## config.mk

```make
export PLATFORM = sky130hd
export DESIGN_NAME = hdlc_lite_frame_encoder
export DESIGN_NICKNAME = d
export VERILOG_FILES = /design/src/hle_pkg.sv /design/src/hle_encode.sv /design/src/hle_drain.sv /design/src/hdlc_lite_frame_encoder.sv
export SDC_FILE = /design/constraint.sdc
export NUM_CORES = 1
export LEC_CHECK = 0
export BUFFER_PORTS_ARGS = -buffer_cell sky130_fd_sc_hd__buf_2
export CAP_MARGIN = 5
export CORE_MARGIN = 2
export CORE_UTILIZATION = 60
export CTS_CLUSTER_SIZE = 40
export DETAILED_ROUTE_END_ITERATION = 16
export GPL_TIMING_DRIVEN = 1
export MAX_ROUTING_LAYER = met4
export PLACE_DENSITY_LB_ADDON = 0.3
export SLEW_MARGIN = 20
export SYNTH_ARGS = -nofsm -noshare
export SYNTH_HDL_FRONTEND = slang
export SYNTH_SLANG_ARGS = --single-unit
```

## constraint.sdc

```tcl
create_clock -name clk -period 14.39 [get_ports clk]
set_input_delay 1.439 -clock clk [delete_from_list [all_inputs] [get_ports clk]]
set_output_delay 1.439 -clock clk [all_outputs]
set_load 0.02 [all_outputs]
```

## src/hle_pkg.sv

```systemverilog
package hle_pkg;

  // Frame counter width
  localparam int CNT_W = 16;
  // Most beats one item can cause: stuffed byte, stuffed FCS pair, flag
  localparam int MAX_RUN = 7;
  localparam int RUN_IDX_W = $clog2(MAX_RUN + 1);

  localparam logic [7:0] FLAG_BYTE = 8'h7E;
  localparam logic [7:0] ESC_BYTE = 8'h7D;
  localparam logic [7:0] XON_BYTE = 8'h11;
  localparam logic [7:0] XOFF_BYTE = 8'h13;
  localparam logic [7:0] ESC_XOR = 8'h20;
  localparam logic [15:0] CRC_POLY = 16'h8408;
  localparam logic [15:0] CRC_INIT = 16'hFFFF;

  localparam logic [15:0] MAX_PAYLOAD_RST = 16'd1280;
  localparam logic [15:0] OUTPUT_CAPACITY_RST = 16'hFFFF;

  // Register indexes
  localparam logic CFG_MAX_PAYLOAD = 1'b0;
  localparam logic CFG_OUTPUT_CAPACITY = 1'b1;

  typedef logic [CNT_W-1:0] cnt_t;
  typedef logic [CNT_W:0] sum_t;
  typedef logic [RUN_IDX_W-1:0] run_idx_t;

  typedef struct packed {
    logic [7:0] data_byte;
    logic has_data;
    logic end_of_frame;
  } item_t;

  typedef struct packed {
    logic [15:0] max_payload;
    logic [15:0] output_capacity;
  } cfg_t;

  typedef struct packed {
    logic [7:0] data;
    logic done;
    logic err;
  } beat_t;

  typedef struct packed {
    beat_t [MAX_RUN-1:0] beats;
    run_idx_t count;
  } run_t;

  function automatic logic reserved_byte(logic [7:0] b);
    return (b == FLAG_BYTE) || (b == ESC_BYTE) || (b == XON_BYTE) || (b == XOFF_BYTE);
  endfunction

  function automatic logic [1:0] stuffed_len(logic [7:0] b);
    return reserved_byte(b) ? 2'd2 : 2'd1;
  endfunction

  // CRC-16/X-25, reflected, one byte
  function automatic logic [15:0] crc_feed(logic [15:0] crc, logic [7:0] b);
    logic [15:0] c;
    c = crc ^ {8'h00, b};
    for (int k = 0; k < 8; k++) begin
      c = c[0] ? ((c >> 1) ^ CRC_POLY) : (c >> 1);
    end
    return c;
  endfunction

  function automatic run_t put_beat(run_t r, logic [7:0] d, logic done, logic err);
    run_t o;
    o = r;
    o.beats[r.count] = '{data: d, done: done, err: err};
    o.count = r.count + run_idx_t'(1);
    return o;
  endfunction

  function automatic run_t put_escaped(run_t r, logic [7:0] b);
    run_t o;
    if (reserved_byte(b)) begin
      o = put_beat(r, ESC_BYTE, 1'b0, 1'b0);
      o = put_beat(o, b ^ ESC_XOR, 1'b0, 1'b0);
    end else begin
      o = put_beat(r, b, 1'b0, 1'b0);
    end
    return o;
  endfunction

endpackage

```

## src/hle_encode.sv

```systemverilog
module hle_encode (
  input  logic          clk,
  input  logic          rst,
  input  hle_pkg::item_t item,
  input  hle_pkg::cfg_t  cfg,
  input  logic          advance,
  output hle_pkg::run_t  run
);

  logic [15:0] crc_accum, crc_accum_next;
  hle_pkg::cnt_t out_count, out_count_next;
  hle_pkg::cnt_t payload_count, payload_count_next;
  logic failed, failed_next;

  always_comb begin
    logic [1:0] data_need;
    logic [2:0] tail_need;
    logic [15:0] crc1, fcs;
    hle_pkg::cnt_t out1, pay1;
    logic pay_over, cap_over;

    run = '0;
    crc_accum_next = crc_accum;
    out_count_next = out_count;
    payload_count_next = payload_count;
    failed_next = failed;

    data_need = hle_pkg::stuffed_len(item.data_byte);
    pay_over = (hle_pkg::sum_t'(payload_count) + hle_pkg::sum_t'(1))
               > hle_pkg::sum_t'(cfg.max_payload);
    cap_over = (hle_pkg::sum_t'(out_count) + hle_pkg::sum_t'(data_need))
               > hle_pkg::sum_t'(cfg.output_capacity);
    crc1 = crc_accum;
    out1 = out_count;
    pay1 = payload_count;
    fcs = '0;
    tail_need = '0;

    if (failed) begin
      // rest of a failed frame is swallowed
      if (item.end_of_frame) begin
        crc_accum_next = hle_pkg::CRC_INIT;
        out_count_next = '0;
        payload_count_next = '0;
        failed_next = 1'b0;
      end
    end else if (item.has_data && (pay_over || cap_over)) begin
      run = hle_pkg::put_beat(run, 8'h00, item.end_of_frame, 1'b1);
      if (item.end_of_frame) begin
        crc_accum_next = hle_pkg::CRC_INIT;
        out_count_next = '0;
        payload_count_next = '0;
      end else begin
        failed_next = 1'b1;
      end
    end else begin
      if (item.has_data) begin
        run = hle_pkg::put_escaped(run, item.data_byte);
        crc1 = hle_pkg::crc_feed(crc_accum, item.data_byte);
        pay1 = payload_count + hle_pkg::cnt_t'(1);
        out1 = out_count + hle_pkg::cnt_t'(data_need);
      end
      if (item.end_of_frame) begin
        fcs = ~crc1;
        tail_need = 3'(hle_pkg::stuffed_len(fcs[7:0])) +
                    3'(hle_pkg::stuffed_len(fcs[15:8])) + 3'd1;
        if ((hle_pkg::sum_t'(out1) + hle_pkg::sum_t'(tail_need))
            > hle_pkg::sum_t'(cfg.output_capacity)) begin
          run = hle_pkg::put_beat(run, 8'h00, 1'b1, 1'b1);
        end else begin
          run = hle_pkg::put_escaped(run, fcs[7:0]);
          run = hle_pkg::put_escaped(run, fcs[15:8]);
          run = hle_pkg::put_beat(run, hle_pkg::FLAG_BYTE, 1'b1, 1'b0);
        end
        crc_accum_next = hle_pkg::CRC_INIT;
        out_count_next = '0;
        payload_count_next = '0;
      end else begin
        crc_accum_next = crc1;
        out_count_next = out1;
        payload_count_next = pay1;
      end
    end
  end

  always_ff @(posedge clk) begin
    if (rst) begin
      crc_accum <= hle_pkg::CRC_INIT;
      out_count <= '0;
      payload_count <= '0;
      failed <= 1'b0;
    end else if (advance) begin
      crc_accum <= crc_accum_next;
      out_count <= out_count_next;
      payload_count <= payload_count_next;
      failed <= failed_next;
    end
  end

endmodule

```

## src/hle_drain.sv

```systemverilog
module hle_drain (
  input  logic          clk,
  input  logic          rst,
  input  logic          load,
  input  hle_pkg::run_t  run,
  output logic          free,
  output logic          out_valid,
  input  logic          out_ready,
  output logic [7:0]    out_byte,
  output logic          last_of_run,
  output logic          frame_done,
  output logic          frame_error
);

  hle_pkg::run_t held;
  hle_pkg::run_idx_t idx;
  logic held_valid;
  hle_pkg::beat_t cur;

  assign cur = held.beats[idx];
  assign last_of_run = (idx == (held.count - hle_pkg::run_idx_t'(1)));
  assign free = !held_valid || (last_of_run && out_ready);
  assign out_valid = held_valid;
  assign out_byte = cur.data;
  assign frame_done = cur.done;
  assign frame_error = cur.err;

  always_ff @(posedge clk) begin
    if (load) begin
      held <= run;
    end
  end

  always_ff @(posedge clk) begin
    if (rst) begin
      held_valid <= 1'b0;
      idx <= '0;
    end else if (load) begin
      held_valid <= 1'b1;
      idx <= '0;
    end else if (held_valid && out_ready) begin
      if (last_of_run) begin
        held_valid <= 1'b0;
      end else begin
        idx <= idx + hle_pkg::run_idx_t'(1);
      end
    end
  end

endmodule

```

## src/hdlc_lite_frame_encoder.sv

```systemverilog
// HDLC-lite frame encoder: byte stuffing plus CRC-16/X-25 FCS.
// Input channel (in_valid/in_ready): one beat per item carrying data_byte,
//   has_data and end_of_frame. has_data=0 with end_of_frame=0 is an idle item.
// Output channel (out_valid/out_ready): one beat per encoded line byte, with
//   last_of_run on the final beat an item caused, frame_done on the flag (or
//   on an error beat at frame end), frame_error on an error beat (out_byte 0).
// Config port (cfg_we/cfg_index/cfg_data): index 0 max_payload, index 1
//   output_capacity; write only while the block is idle.
// Pipeline: an accepted item passes through the input register, then the
//   result register, before its first beat reaches the output port.
// Throughput: one item per cycle while each item makes at most one beat and
//   out_ready is high; an item making k beats holds the result register until
//   all k are taken (k up to 7: escaped byte, escaped FCS pair, flag). Items
//   with no beats leave the input register without touching the result register.
// Stall: when out_ready is low the result register holds its beat, the
//   input register fills and in_ready drops; nothing is lost.
// Reset: clears CRC (to 0xFFFF), frame counters, error state, both pipeline
//   valids; max_payload returns to 1280, output_capacity to 65535.
module hdlc_lite_frame_encoder (
  input  logic        clk,
  input  logic        rst,
  // input channel
  input  logic        in_valid,
  output logic        in_ready,
  input  logic [7:0]  data_byte,
  input  logic        has_data,
  input  logic        end_of_frame,
  // output channel
  output logic        out_valid,
  input  logic        out_ready,
  output logic [7:0]  out_byte,
  output logic        last_of_run,
  output logic        frame_done,
  output logic        frame_error,
  // config writes
  input  logic        cfg_we,
  input  logic        cfg_index,
  input  logic [15:0] cfg_data
);

  hle_pkg::cfg_t cfg;
  hle_pkg::item_t item;      // input register payload
  logic item_valid;
  hle_pkg::run_t run;
  logic free;
  logic advance;

  // config registers
  always_ff @(posedge clk) begin
    if (rst) begin
      cfg.max_payload <= hle_pkg::MAX_PAYLOAD_RST;
      cfg.output_capacity <= hle_pkg::OUTPUT_CAPACITY_RST;
    end else if (cfg_we) begin
      unique case (cfg_index)
        hle_pkg::CFG_MAX_PAYLOAD: cfg.max_payload <= cfg_data;
        hle_pkg::CFG_OUTPUT_CAPACITY: cfg.output_capacity <= cfg_data;
        default: ;
      endcase
    end
  end

  // item leaves the input register when it makes no beats or the result
  // register frees up this cycle
  assign advance = item_valid && ((run.count == '0) || free);
  assign in_ready = !item_valid || advance;

  always_ff @(posedge clk) begin
    if (in_valid && in_ready) begin
      item <= '{data_byte: data_byte, has_data: has_data, end_of_frame: end_of_frame};
    end
  end

  always_ff @(posedge clk) begin
    if (rst) begin
      item_valid <= 1'b0;
    end else if (in_valid && in_ready) begin
      item_valid <= 1'b1;
    end else if (advance) begin
      item_valid <= 1'b0;
    end
  end

  hle_encode u_encode (
    .clk     (clk),
    .rst     (rst),
    .item    (item),
    .cfg     (cfg),
    .advance (advance),
    .run     (run)
  );

  hle_drain u_drain (
    .clk         (clk),
    .rst         (rst),
    .load        (advance && (run.count != '0)),
    .run         (run),
    .free        (free),
    .out_valid   (out_valid),
    .out_ready   (out_ready),
    .out_byte    (out_byte),
    .last_of_run (last_of_run),
    .frame_done  (frame_done),
    .frame_error (frame_error)
  );

endmodule

```

Yosys cells after proc, flatten, opt, wreduce, memory -nomap -nowiden. Cells that the tools add are included.

$add $sub $neg: 14. $lt $le $gt $ge: 14. Eq/ne operators: 13. Multiplexer cells: 72. Bitwise operators: 27. Reduce and logical (&&, ||, !) cells: 39.

Operators by type and width (count): $mux 73 (15); $mux 16 (27); $bwmux 70 (4); $demux 10 s3 (5); $or 42x42->42 (2); $mux 10 (6); $and 28x28->28 (2); $and 56x56->56 (1); $not 28->28 (2); $not 56->56 (1); $gt 17x16->1 (3); $or 49x49->49 (1); $eq 8x5->1 const B (6); $eq 8x7->1 const B (6); $bmux 10 s3 (1); $lt 3x4->1 const B (6); $not 2->3 (8); $mux 23 (1); $add 3x1->3 const B (7); $and 21x21->21 (1); $not 21->21 (1); $add 16x1->17 const B (1); $add 16x2->17 (1); $add 16x3->17 (1); other kinds (23) (70).

Register bits: 169. Bits of input ports: 32. Output and inout bits: 13. Word-level logic and storage cells: 213.

Longest topological paths before layout.
Depth after elaboration: 62. Mapped depth: 33. Mapped depth without buffers: 28.

By module. Synthesis repeated with hierarchy kept, for this count alone.

Cells, all modules: 1338. Area total of the unflattened synthesis: 12056.6 um2.

Modules (own cells, without submodules): hle_encode (times used 1, cells an instance 1026, area each 7394.6 um2, sequential area each 980.9 um2); hle_drain (times used 1, cells an instance 167, area each 3062.9 um2, sequential area each 2272.2 um2); hdlc_lite_frame_encoder (times used 1, cells an instance 145, area each 1599.0 um2, sequential area each 960.9 um2).

Worst setup path before layout. No wires, ideal clock.

Path kind: reg2reg. From: register u_encode.crc_accum[3]. To: register u_drain.idx[0]. Setup time: 0.120 ns. Data arrival time: 10.622 ns. Required time: 14.270 ns. Slack: 3.648 ns. Cell stages (with the launch flop): 27. Path buffers: 3. Period minus slack after synthesis: 10.742 ns. Cells stage by stage: dfxtp_1 buf_6 xor3_1 mux2i_2 a21bo_2 a211o_1 a221oi_4 buf_2 buf_1 fa_1 ha_1 a21o_1 a21oi_1 nor3_1 nand2_1 nor4_1 xnor2_1 ha_1 a211oi_1 nand2_1 o31ai_1 a21boi_1 mux2i_1 a211o_1 a31oi_1 or2_2 nor2_1.

Longest elaborated chain between the ends: 39. Elaborated cells on any way between the ends: 56. Classes of those cells: add/sub (6); order compare (1); eq/ne (8); mux (27); bitwise (2); reduce/logical (12).

Ends and longest elaborated chain: start: declaration (line hle_encode.sv:10) `logic [15:0] crc_accum, crc_accum_next;`; start signal: assignment (line hle_encode.sv:88) `crc_accum <= hle_pkg::CRC_INIT;`; start signal: assignment (line hle_encode.sv:93) `crc_accum <= crc_accum_next;`; $xor 16x8->16 (line hle_pkg.sv:61) `c = crc ^ {8'h00, b};`; $mux 16 (8 in series) (line hle_pkg.sv:63) `c = c[0] ? ((c >> 1) ^ CRC_POLY) : (c >> 1);`; $mux 16 * (line hle_encode.sv:57) `if (item.has_data) begin`; $mux 16 * (line hle_encode.sv:47) `end else if (item.has_data && (pay_over || cap_over)) begin`; $mux 16 * (line hle_encode.sv:39) `if (failed) begin`; $not 16->16 * (line hle_encode.sv:64) `fcs = ~crc1;`; parallel branches: the longest is 17 deep, another holds $add 16x3->17; $mux 73 * (line hle_encode.sv:67) `if ((hle_pkg::sum_t'(out1) + hle_pkg::sum_t'(tail_need))`; $mux 73 * (line hle_encode.sv:63) `if (item.end_of_frame) begin`; $mux 5 * (line hle_encode.sv:47); $mux 3 * (line hle_encode.sv:39); $logic_not 3->1 (line hdlc_lite_frame_encoder.sv:64) `assign advance = item_valid && ((run.count == '0) || free);`; $logic_or 1x1->1 (line hdlc_lite_frame_encoder.sv:64); $logic_and 1x1->1 (line hdlc_lite_frame_encoder.sv:64); $logic_and 1x1->1 * (line hdlc_lite_frame_encoder.sv:95) `.load (advance && (run.count != '0)),`; net u_drain.load (line hle_drain.sv:4) `input logic load,`; $reduce_or 2->1 (no line) *; end signal: assignment (line hle_drain.sv:45) `idx <= idx + hle_pkg::run_idx_t'(1);`; end: declaration (line hle_drain.sv:16) `hle_pkg::run_idx_t idx;`.

Mark *: on every way through the listed nets, which the timed path passes. The select of a mux whose other input is x is not followed. A chain may end at the register's enable or synchronous reset.

Worst setup path in the final report.
From: register item[1] (netlist name). To: output in_ready.

Longest elaborated chain between the ends: 29. Elaborated cells on any way between the ends: 54. Classes of those cells: add/sub (8); order compare (1); eq/ne (8); mux (25); bitwise (1); reduce/logical (11).

Ends and longest elaborated chain: parallel branches: the longest is 23 deep, another holds $add 3x1->3; $mux 5 * (line hle_encode.sv:47); $mux 3 * (line hle_encode.sv:39); $logic_not 3->1 * (line hdlc_lite_frame_encoder.sv:64); $logic_or 1x1->1 * (line hdlc_lite_frame_encoder.sv:64); $logic_and 1x1->1 * (line hdlc_lite_frame_encoder.sv:64); $logic_or 1x1->1 * (line hdlc_lite_frame_encoder.sv:65) `assign in_ready = !item_valid || advance;`; end: declaration (line hdlc_lite_frame_encoder.sv:24) `output logic in_ready,`.

Every way passes the cells marked *. The select of a mux whose other input is x is not followed.

==> results.json <==
{
  "drc": 0,
  "synthesis.area_um2": 11400,
  "fin_setup_tns_ns": 0,
  "routed_via_density": 6.45,
  "crit_family": "compound AO/OA/AOI/OAI gates",
  "final_layout_size_suffix_gt1_share_pct": 10.8,
  "clockRootBuffer": "clkbuf_16",
  "worstHoldStart": "cfg[27]$_SDFFE_PP0P_",
  "vias": 9945,
  "clkSinkCount": 166,
  "ant_nets": 0,
  "post_drt_wl_per_cell_um": 20.8,
  "design.portCount": 45,
  "area_delta_synth_final_pct": 8.25,
  "hold_viol": 0,
  "min_period_ns": 9.98,
  "postCtsSetupRepairBufs": 0,
  "layout_commonest_cell": "nor2_1",
  "cp_slowest_cell": "a21boi_1",
  "hold_path_depth": 2,
  "period_share_pct": 69.4,
  "row_count": 50,
  "cts_hold_buf": 0,
  "ys_top_cells_by_area": "edfxtp_1 21%, dfxtp_1 15%, ha_1 6.6%",
  "ys_seq_elements": 166,
  "yosys.area_share.xor_xnor_pct": 8.73,
  "final_nets": 1391,
  "initial_utilization_pct": 61.1,
  "finalMaxSlewViolations": 0,
  "worst_slew_pin_slew_ns": 1.14,
  "yosys.area.top_type_share_pct": 21.1,
  "clock_skew_ns": 0.0176,
  "numCtsBuffers": 17,
  "synth.avg_cell_area_um2": 8.83,
  "p_leak_nw": 4.83,
  "max_freq_ghz": 0.100,
  "synth_top_family_by_area": "compound AO/OA/AOI/OAI gates",
  "die_w_um": 142,
  "slew_headroom_pct": 23.3,
  "yosys.area_share.simple_pct": 18.1,
  "maxCapViolations": 0,
  "numPortBuffers": 44,
  "grt_pass1_vias": 9309,
  "synth_cells": 1289,
  "whs_ns": 0.458,
  "cp_max_fo": 31,
  "clk_latency_ns": 0.44,
  "final_cell_mix": "114 x nor2_1, 113 x nand2_1, 110 x a21oi_1, 88 x inv_1, 86 x dfxtp_1",
  "hold_end": "cfg[27]$_SDFFE_PP0P_",
  "drt_wl_total_um": 32000,
  "status": "finished, final reports clean",
  "gr-total-overflow": 0,
  "critical_path_buf_inv_count": 7,
  "ys_seq_area_share_pct": 36.2,
  "slowest_delay_ns": 0.67,
  "rsz0062_at_grt": "no",
  "worstSetupPathType": "reg2out",
  "yosysWarnings": 0,
  "synth-compound-area-share_pct": 19.6,
  "power_density_nw_per_um2": 99.9,
  "arrival_ns": 8.55,
  "track_usage_pct": 33.6,
  "yosysTopAreaCell": "edfxtp_1",
  "core_area_um2": 18600,
  "ys.flop_type": "dfxtp_1",
  "gp_congestion": 1.02,
  "ctsResizeCount": 0,
  "synth_mux_area_share_pct": 4.14,
  "dr.pass1.iters": 6,
  "grt_max_degree": 73,
  "worstPathRequired_ns": 12.95,
  "rr_startpoint": "item[1]$_DFFE_PP_",
  "setup_viol": 0,
  "n_fill_cell": 1539,
  "die_height_um": 142,
  "r2r-end": "u_encode.crc_accum[6]$_SDFFE_PP1P_",
  "reg2reg_depth": 27,
  "end_kind": "primary output",
  "start_kind": "register",
  "hold_path.class": "reg2reg",
  "antenna_found_initial": 0,
  "drtIter0Drc": 1060,
  "path_clk_slew_ns": 0.07,
  "cts_tree": "yes",
  "diodes": 0,
  "synth.distinct_cells": 91,
  "synthAdderAreaFrac_pct": 7.12,
  "htreeDepth": 4,
  "r2r_setup_slack_ns": 5.49,
  "ir_worst_vdd_v": 0.0000797,
  "synth_enable_flop_cells": 80,
  "async_flop_share_pct": 0,
  "dp_hpwl_um": 23800,
  "cts_buffer_depth": 2,
  "grt_pass1_wl_um": 50800,
  "dieArea_um2": 20100
}
[layer usage]
layer / track usage, % / vias to the layer above / routed length [um] / share of wire [%]
met5: - / - / 0 / 0
met4: 8.89 / 0 / 616 / 1.9
met3: 6.88 / 55 / 2930 / 9.1
met2: 48.7 / 503 / 13900 / 43
met1: 48.2 / 4709 / 14600 / 46
li1: - / 4678 / - / -
[sequential cells by signal, summed over array words and instances, names as in the netlist, 3 cells and up]
name,flops
u_encode.crc_accum,16
u_encode.out_count,16
u_encode.payload_count,16
item,10
u_drain.held,70
cfg,32
u_drain.idx,3
[cell usage after synthesis (23+ instances only)]
cell type  instances
o21ai_0           54
edfxtp_1          80
clkbuf_1          43
dfxtp_1           86
nand3_1           70
a21oi_1          110
nand4_1           23
xnor2_1           67
inv_1             88
nand2_1          113
nor2_1           114
ha_1              60
[per-stage QoR]
step	setup slack (ns)	area, um2	instances	power, mW	utilization, %
3_3_place_gp	5.20	11700	1511	0.757	62.8
4_1_cts	4.56	12300	1543	1.23	66.1
3_5_place_dp	5.03	11700	1511	0.759	62.8
2_1_floorplan	3.65	11400	1291	0.696	-
5_1_grt	3.92	12300	1543	1.27	66.1
6_report	4.41	12300	1543	1.23	66.1
[where the power goes]
group          total (mW)  leakage, nW  switching [mW]  internal, mW
logic               0.222         3.04           0.147        0.0755
clock network       0.475        0.291           0.212         0.264
registers           0.534         1.49          0.0132         0.520
total                1.23         4.83           0.371         0.860
[kinds of logic after synthesis]
| kind of cell | count (synthesis) |
|---|---|
| AOI/OAI and AO/OA | 333 |
| DFF | 166 |
| adders and majority gates | 63 |
| and+or+nand+nor | 428 |
| xor gates and xnor gates | 97 |
| other | 1 |
| buffers and inverters | 167 |
| muxes | 34 |
[tightest hold or removal path, stage by stage, from the launching register on]
cell and delay [ns]:
dfxtp_1 0.31, nand2_1 0.05, a21oi_1 0.05
[cell type report]
cell class	instances	area (um2)	share of cell area, %
inverter	92	345	2.80
tap	234	293	2.38
clock inverter	15	185	1.50
sequential	166	4120	33.5
clock buffer	17	425	3.45
timing repair buffer	61	348	2.82
multi-input combinational	958	6610	53.6
[worst max path at each step]
stage	from	cells past startpoint	slack, ns	to
after floorplan	u_encode.crc_accum[3]$_SDFFE_PP1P_	26	3.65	u_drain.idx[0]$_SDFFE_PP0P_
after global placement	item[1]$_DFFE_PP_	27	5.20	in_ready
after detailed placement	item[1]$_DFFE_PP_	27	5.03	in_ready
after CTS	item[1]$_DFFE_PP_	27	4.56	in_ready
after global routing	item[1]$_DFFE_PP_	27	3.92	in_ready
final	item[1]$_DFFE_PP_	27	4.41	in_ready
No activity file was read; power rests on OpenSTA's default activity.
